===== src/p2cl_pkg.sv =====
//------------------------------------------------------------------------------
// p2cl_pkg
// Shared field widths, command and status codes, controller states and the
// command/status structs of the point-to-cell link index.
//------------------------------------------------------------------------------
`default_nettype none

package p2cl_pkg;

    // Payload field widths.
    localparam int CMD_W    = 3;
    localparam int CELL_W   = 12;
    localparam int POINT_W  = 10;
    localparam int LINK_W   = 12;
    localparam int STATUS_W = 2;
    localparam int COUNT_W  = 13;
    localparam int NP_W     = 11;

    // Configuration port.
    localparam int PADDR_W = 1;
    localparam int PDATA_W = 32;
    localparam logic [PADDR_W-1:0] ADDR_NUM_POINTS = 1'b0;

    // Command codes.
    localparam logic [CMD_W-1:0] CMD_CLEAR = 3'd0;
    localparam logic [CMD_W-1:0] CMD_ADD   = 3'd1;
    localparam logic [CMD_W-1:0] CMD_BUILD = 3'd2;
    localparam logic [CMD_W-1:0] CMD_QUERY = 3'd3;
    localparam logic [CMD_W-1:0] CMD_READ  = 3'd4;

    // Result status codes.
    localparam logic [STATUS_W-1:0] ST_OK        = 2'd0;
    localparam logic [STATUS_W-1:0] ST_BAD_POINT = 2'd1;
    localparam logic [STATUS_W-1:0] ST_FULL      = 2'd2;
    localparam logic [STATUS_W-1:0] ST_BAD_INDEX = 2'd3;

    // Controller states.
    typedef enum logic [3:0] {
        S_IDLE,
        S_DISPATCH,
        S_Q0,
        S_Q1,
        S_Q2,
        S_R0,
        S_R1,
        S_ZERO,
        S_HIST_RD,
        S_HIST_PT,
        S_HIST_WR,
        S_PRE_RD,
        S_PRE_WR,
        S_SC_RD,
        S_SC_PT,
        S_SC_WR
    } ctrl_state_t;

    // Datapath operations, one per controller step.
    typedef enum logic [4:0] {
        OP_IDLE,
        OP_DISPATCH,
        OP_Q0,
        OP_Q1,
        OP_Q2,
        OP_R0,
        OP_R1,
        OP_ZERO,
        OP_HIST_RD,
        OP_HIST_PT,
        OP_HIST_WR,
        OP_PRE_RD,
        OP_PRE_WR,
        OP_SC_RD,
        OP_SC_PT,
        OP_SC_WR,
        OP_RESP
    } dp_op_t;

    typedef struct packed {
        dp_op_t op;
        logic   in_ready;
    } ctrl_cmd_t;

    typedef struct packed {
        logic is_build;
        logic q_go;
        logic r_go;
        logic i_eq_np;
        logic i_eq_fill;
        logic p_ok;
        logic out_free;
    } dp_stat_t;

endpackage

`default_nettype wire


===== src/p2cl_ctrl.sv =====
//------------------------------------------------------------------------------
// p2cl_ctrl
// Sequencer: walks each command through its datapath steps.
//------------------------------------------------------------------------------
`default_nettype none

module p2cl_ctrl (
    input  wire logic                clk,
    input  wire logic                rst_n,
    input  wire logic                req_fire,
    input  wire p2cl_pkg::dp_stat_t  stat,
    output p2cl_pkg::ctrl_cmd_t      cmd
);

    p2cl_pkg::ctrl_state_t state_reg;
    p2cl_pkg::ctrl_state_t state_next;
    logic                  resp_reg;
    logic                  resp_next;

    // State registers.
    always_ff @(posedge clk or negedge rst_n)
    begin
        if (!rst_n)
        begin
            state_reg <= p2cl_pkg::S_IDLE;
            resp_reg  <= 1'b0;
        end
        else
        begin
            state_reg <= state_next;
            resp_reg  <= resp_next;
        end
    end

    // Next state. The response step is kept as a flag held in idle state.
    always_comb
    begin
        state_next = state_reg;
        resp_next  = resp_reg;
        unique case (state_reg)
            p2cl_pkg::S_IDLE:
            begin
                if (resp_reg)
                begin
                    if (stat.out_free)
                    begin
                        resp_next = 1'b0;
                    end
                end
                else if (req_fire)
                begin
                    state_next = p2cl_pkg::S_DISPATCH;
                end
            end
            p2cl_pkg::S_DISPATCH:
            begin
                if (stat.is_build)
                begin
                    state_next = p2cl_pkg::S_ZERO;
                end
                else if (stat.q_go)
                begin
                    state_next = p2cl_pkg::S_Q0;
                end
                else if (stat.r_go)
                begin
                    state_next = p2cl_pkg::S_R0;
                end
                else
                begin
                    state_next = p2cl_pkg::S_IDLE;
                    resp_next  = 1'b1;
                end
            end
            p2cl_pkg::S_Q0: state_next = p2cl_pkg::S_Q1;
            p2cl_pkg::S_Q1: state_next = p2cl_pkg::S_Q2;
            p2cl_pkg::S_Q2:
            begin
                state_next = p2cl_pkg::S_IDLE;
                resp_next  = 1'b1;
            end
            p2cl_pkg::S_R0: state_next = p2cl_pkg::S_R1;
            p2cl_pkg::S_R1:
            begin
                state_next = p2cl_pkg::S_IDLE;
                resp_next  = 1'b1;
            end
            p2cl_pkg::S_ZERO:
            begin
                if (stat.i_eq_np)
                begin
                    state_next = p2cl_pkg::S_HIST_RD;
                end
            end
            p2cl_pkg::S_HIST_RD:
            begin
                state_next = stat.i_eq_fill ? p2cl_pkg::S_PRE_RD : p2cl_pkg::S_HIST_PT;
            end
            p2cl_pkg::S_HIST_PT:
            begin
                state_next = stat.p_ok ? p2cl_pkg::S_HIST_WR : p2cl_pkg::S_HIST_RD;
            end
            p2cl_pkg::S_HIST_WR: state_next = p2cl_pkg::S_HIST_RD;
            p2cl_pkg::S_PRE_RD:  state_next = p2cl_pkg::S_PRE_WR;
            p2cl_pkg::S_PRE_WR:
            begin
                state_next = stat.i_eq_np ? p2cl_pkg::S_SC_RD : p2cl_pkg::S_PRE_RD;
            end
            p2cl_pkg::S_SC_RD:
            begin
                if (stat.i_eq_fill)
                begin
                    state_next = p2cl_pkg::S_IDLE;
                    resp_next  = 1'b1;
                end
                else
                begin
                    state_next = p2cl_pkg::S_SC_PT;
                end
            end
            p2cl_pkg::S_SC_PT:
            begin
                state_next = stat.p_ok ? p2cl_pkg::S_SC_WR : p2cl_pkg::S_SC_RD;
            end
            p2cl_pkg::S_SC_WR: state_next = p2cl_pkg::S_SC_RD;
            default: state_next = p2cl_pkg::S_IDLE;
        endcase
    end

    // Outputs: one datapath operation per state.
    always_comb
    begin
        cmd.in_ready = 1'b0;
        unique case (state_reg)
            p2cl_pkg::S_IDLE:
            begin
                cmd.op       = resp_reg ? p2cl_pkg::OP_RESP : p2cl_pkg::OP_IDLE;
                cmd.in_ready = !resp_reg;
            end
            p2cl_pkg::S_DISPATCH: cmd.op = p2cl_pkg::OP_DISPATCH;
            p2cl_pkg::S_Q0:       cmd.op = p2cl_pkg::OP_Q0;
            p2cl_pkg::S_Q1:       cmd.op = p2cl_pkg::OP_Q1;
            p2cl_pkg::S_Q2:       cmd.op = p2cl_pkg::OP_Q2;
            p2cl_pkg::S_R0:       cmd.op = p2cl_pkg::OP_R0;
            p2cl_pkg::S_R1:       cmd.op = p2cl_pkg::OP_R1;
            p2cl_pkg::S_ZERO:     cmd.op = p2cl_pkg::OP_ZERO;
            p2cl_pkg::S_HIST_RD:  cmd.op = p2cl_pkg::OP_HIST_RD;
            p2cl_pkg::S_HIST_PT:  cmd.op = p2cl_pkg::OP_HIST_PT;
            p2cl_pkg::S_HIST_WR:  cmd.op = p2cl_pkg::OP_HIST_WR;
            p2cl_pkg::S_PRE_RD:   cmd.op = p2cl_pkg::OP_PRE_RD;
            p2cl_pkg::S_PRE_WR:   cmd.op = p2cl_pkg::OP_PRE_WR;
            p2cl_pkg::S_SC_RD:    cmd.op = p2cl_pkg::OP_SC_RD;
            p2cl_pkg::S_SC_PT:    cmd.op = p2cl_pkg::OP_SC_PT;
            p2cl_pkg::S_SC_WR:    cmd.op = p2cl_pkg::OP_SC_WR;
            default:              cmd.op = p2cl_pkg::OP_IDLE;
        endcase
    end

endmodule

`default_nettype wire


===== config.mk =====
export PLATFORM = sky130hd
export DESIGN_NAME = p2cl_ctrl
export DESIGN_NICKNAME = d
export VERILOG_FILES = /design/src/p2cl_pkg.sv /design/src/p2cl_ctrl.sv
export SDC_FILE = /design/constraint.sdc
export NUM_CORES = 1
export LEC_CHECK = 0
export ABC_AREA = 1
export BUFFER_PORTS_ARGS = -buffer_cell sky130_fd_sc_hd__buf_2
export CORE_UTILIZATION = 35
export DETAILED_ROUTE_END_ITERATION = 12
export MAX_ROUTING_LAYER = met4
export SYNTH_ARGS = -nofsm -noshare
export SYNTH_HDL_FRONTEND = slang
export SYNTH_SLANG_ARGS = --single-unit

===== constraint.sdc =====
create_clock -name clk -period 1.7 [get_ports clk]
set_input_delay 0.34 -clock clk [delete_from_list [all_inputs] [get_ports clk]]
set_output_delay 0.34 -clock clk [all_outputs]
set_load 0.01 [all_outputs]

Word level (Yosys, flattened, before mapping)
Index checks and enable logic that the tools add are counted.
{ "classes": {"n_eq_ne": 22, "muxes": 22, "reduce_logical": 6} }
{ "op_table": {"columns": ["operator", "count"], "rows": [
  ["case mux 5 bit (16 select lines)", 1],
  ["case mux 4 bit (15 select lines)", 1],
  ["equality test 4 bit (second input constant)", 8],
  ["equality test 4 x 3 -> 1 bit (second input constant)", 4],
  ["two-way mux 4 bit", 4],
  ["inequality test 2 bit (second input constant)", 7],
  ["two-way mux 3 bit", 4],
  ["equality test 4 x 2 -> 1 bit (second input constant)", 2],
  ["two-way mux 1 bit", 7],
  ["two-way mux 2 bit", 3],
  ["two-way mux 5 bit", 1],
  ["AND reduction 5 bit", 1],
  ["equality test 4 x 1 -> 1 bit (second input constant)", 1],
  ["zero test 4 bit", 1],
  ["case mux 1 bit (4 select lines)", 1],
  ["nonzero test 4 bit", 1],
  ["AND reduction 3 bit", 1],
  ["OR reduction 2 bit", 1],
  ["zero test 1 bit", 1]
]} }
{ "totals": {"ff_bits": 5, "elab_cells": 52} }

Depth between registers and ports, before layout
{ "logic_depth": {"depth_word": 4, "depth_mapped": 9, "ltp_nobuf": 8} }

Worst setup path after synthesis
OpenSTA, ideal clock, no wires.
{ "synth_path": {"path_type": "reg-to-output", "start": "register state_reg[1]", "end": "output cmd[0] (netlist bit)", "arrival_time_ps": 1055, "setup_slack_ps": 305, "stages_incl_launch_ff": 6, "n_path_buf": 0, "path_cell_list": "dfrtp_1 -> nor2_2 -> inv_1 -> nor2_1 -> inv_1 -> nor2_1"} }
{ "synth_lines": {"columns": ["item", "line", "source"], "rows": [
  ["start: declaration", "p2cl_ctrl.sv:15", "p2cl_pkg::ctrl_state_t state_reg;"],
  ["start signal: assignment", "p2cl_ctrl.sv:25", "state_reg <= p2cl_pkg::S_IDLE;"],
  ["start signal: assignment", "p2cl_ctrl.sv:30", "state_reg <= state_next;"],
  ["end: declaration", "p2cl_ctrl.sv:12", "output p2cl_pkg::ctrl_cmd_t cmd"]
]} }

==> results.py <==
metrics = {
    "final_layout": {
        "area_delta_synth_final_pct": 29.8,
        "n_antenna_cell": 0,
        "drive_above_1_share": 0.313,
        "n_fill_cell": 149,
        "largest_register_ff_count": 4,
        "multiInputGateArea_um2": 310,
        "final_nets": 123,
        "register_area_um2": 128,
        "stdcell_area_um2": 654,
    },
    "power_and_ir_drop": {
        "leakagePower_nw": 0.386,
        "power.density_mw_per_mm2": 1850,
        "peakVddDrop_mv": 0.638,
    },
    "synth": {
        "synth_area_leader_cell": "dfrtp_1",
        "synthCells": 93,
        "yosysMostFrequentCell": "nand2_1",
        "ys_ff_latch": 5,
        "yosys.area.top_type_share": 0.248,
        "ys_types": 17,
        "yosysSeqAreaShare": 0.248,
        "ys.flop_type": "dfrtp_1",
        "async_flop_share": 1.00,
        "synth_edf_count": 0,
        "mappedNetlistArea_um2": 504,
        "netlist_top_cells_area": "dfrtp_1, nand2_1, nor2_1, inv_1, nand3_1",
        "synthTopCellsByCount": "nand2_1, nor2_1, inv_1, nand3_1, dfrtp_1",
        "synthesis.nets": 103,
        "yosys_warnings": 0,
        "syn_avg_cell_area_um2": 5.42,
    },
    "clock_tree": {
        "cts_tree": "done",
        "htreeDepth": 1,
        "clk_pin_slew_worst_paths_ns": 0.05,
        "numCtsBuffers": 3,
        "cts_sinks": 5,
        "insertion_delay_ns": 0.24,
        "clock_path_buffers": 2,
        "root_buffer": "clkbuf_4",
    },
    "worst_setup_path": {
        "required_ns": 1.36,
        "critical_path_class": "reg2out",
        "startpoint_type": "flip-flop",
        "end_kind": "output port",
        "cp_max_fo": 9,
        "arrival_ns": 1.22,
        "worstRegToRegCells": 6,
        "crit_path_start": "state_reg[2]$_DFFE_PN0P_",
        "crit-reg2reg-launch": "state_reg[1]$_DFFE_PN0P_",
    },
    "timing": {
        "finalSetupViolations": 0,
        "fin_crit_sh": 0.919,
        "fin_skew_ns": 0.00808,
        "rsz0062_at_grt": "false",
        "finalSetupTns_ns": 0,
        "hold_violations": 0,
        "tightest_slew_ns": 0.249,
        "slew_viol_final": 0,
        "clock.fmax_ghz": 0.640,
        "min_period_ns": 1.56,
        "slew_headroom": 0.833,
    },
    "global_routing": {
        "busiest_layer": "met2",
        "grt_pass1_wl_um": 1970,
        "grt_max_degree": 10,
        "met1_usage": 0.250,
        "grt-ovfl-total": 0,
        "grtUsageTotal": 0.193,
        "globalRouteMet3Util": 0.0333,
        "grt_pass1_vias": 495,
        "grt_use_met2": 0.294,
        "antenna_found_initial": 0,
    },
    "route": {
        "wl_um": 1300,
        "drc": 0,
        "firstDrtPassIters": 4,
        "drtIter0Drc": 22,
        "num_vias": 612,
        "vias_per_cell": 4.82,
        "wl_per_cell_um": 10.2,
        "ant_nets": 0,
    },
    "hold_path": {
        "hold_class": "in2reg",
        "min_from": "stat[3]",
        "hold_depth": 4,
    },
    "floorplan": {
        "die-height_um": 40.0,
        "boundaryPins": 16,
        "fp-row-count": 13,
        "coreArea_mm2": 0.00132,
        "die_w_um": 40.0,
        "die_area_mm2": 0.00160,
        "start_util": 0.383,
    },
    "place": {
        "port_buffers": 15,
        "placed_area_um2": 593,
        "dpl.hpwl_um": 1040,
        "gp_congestion": 0.908,
    },
    "outcome": {
        "status": "complete, no violations",
    },
    "run": {
        "maxCapViolCount": 0,
    },
}
## final timing paths
kind                                                 end  slack [ns]
min in group asynchronous       state_reg[3]$_DFFE_PN0P_        0.45
worst min-delay path            state_reg[0]$_DFFE_PN0P_        0.43
worst max register to register  state_reg[3]$_DFFE_PN0P_        0.42
worst max-delay path                              cmd[5]        0.14
max in group asynchronous       state_reg[0]$_DFFE_PN0P_        1.10
worst min register to register      resp_reg$_DFFE_PN0P_        0.51
## critical path, cell delays in order (launching register included)
cell and delay [ns]:
dfrtp_2 0.45, inv_1 0.07, nand2_1 0.07, nor2_2 0.12
inv_1 0.06, nor2_1 0.08, buf_2 0.13
## per-stage QoR
step	instances	worst slack, ns	power [W]	hold WS (ns)	util
3_5_place_dp	120	0.325	0.00100	0.162	0.450
5_1_grt	127	0.0181	0.00133	0.456	0.497
2_1_floorplan	93	0.305	0.000802	0.0444	-
6_report	127	0.138	0.00121	0.435	0.497
4_1_cts	125	0.0624	0.00115	0.425	0.478
3_3_place_gp	120	0.335	0.00101	0.162	0.450
## layer usage
metal / share of wire / routed length (µm)
met1: 0.48 / 625
met3: 0.059 / 77
met4: 0 / 0
met5: 0 / 0
met2: 0.46 / 592
## cell families after synthesis
logic type / after synthesis / share of synthesized area
AO/OA/AOI/OAI: 4 / 0.0422
AND/OR/NAND/NOR: 64 / 0.558
buffers and inverters: 20 / 0.151
flip-flops: 5 / 0.248
## repair_timing
action | CTS | global route
hold buffers | 1 | 0
setup endpoints to repair | 0 | 2
buffers inserted | 0 | 2
gates resized for setup | 0 | 4
hold endpoints to repair | 5 | 0
## layout by cell type (no fill, tap or decap), types with 4 or more instances in the layout
master / netlist / routed
nand3_1: 8 / 8
nor2_1: 15 / 14
inv_1: 12 / 12
buf_4: 0 / 4
buf_2: 1 / 15
nand2_1: 30 / 30
## layout make-up
class | count | area share
inverter | 15 | 0.0860
tap | 15 | 0.0287
sequential | 5 | 0.195
timing repair buffer | 20 | 0.176
multi-input combinational | 68 | 0.474
clock buffer | 4 | 0.0402
## report_power, final
part           total, W  internal [W]  switching [W]
sequential     0.000256      0.000185      0.0000705
clock          0.000140     0.0000889      0.0000508
combinational  0.000815      0.000320       0.000495
Power figures use the tool's default switching activity.
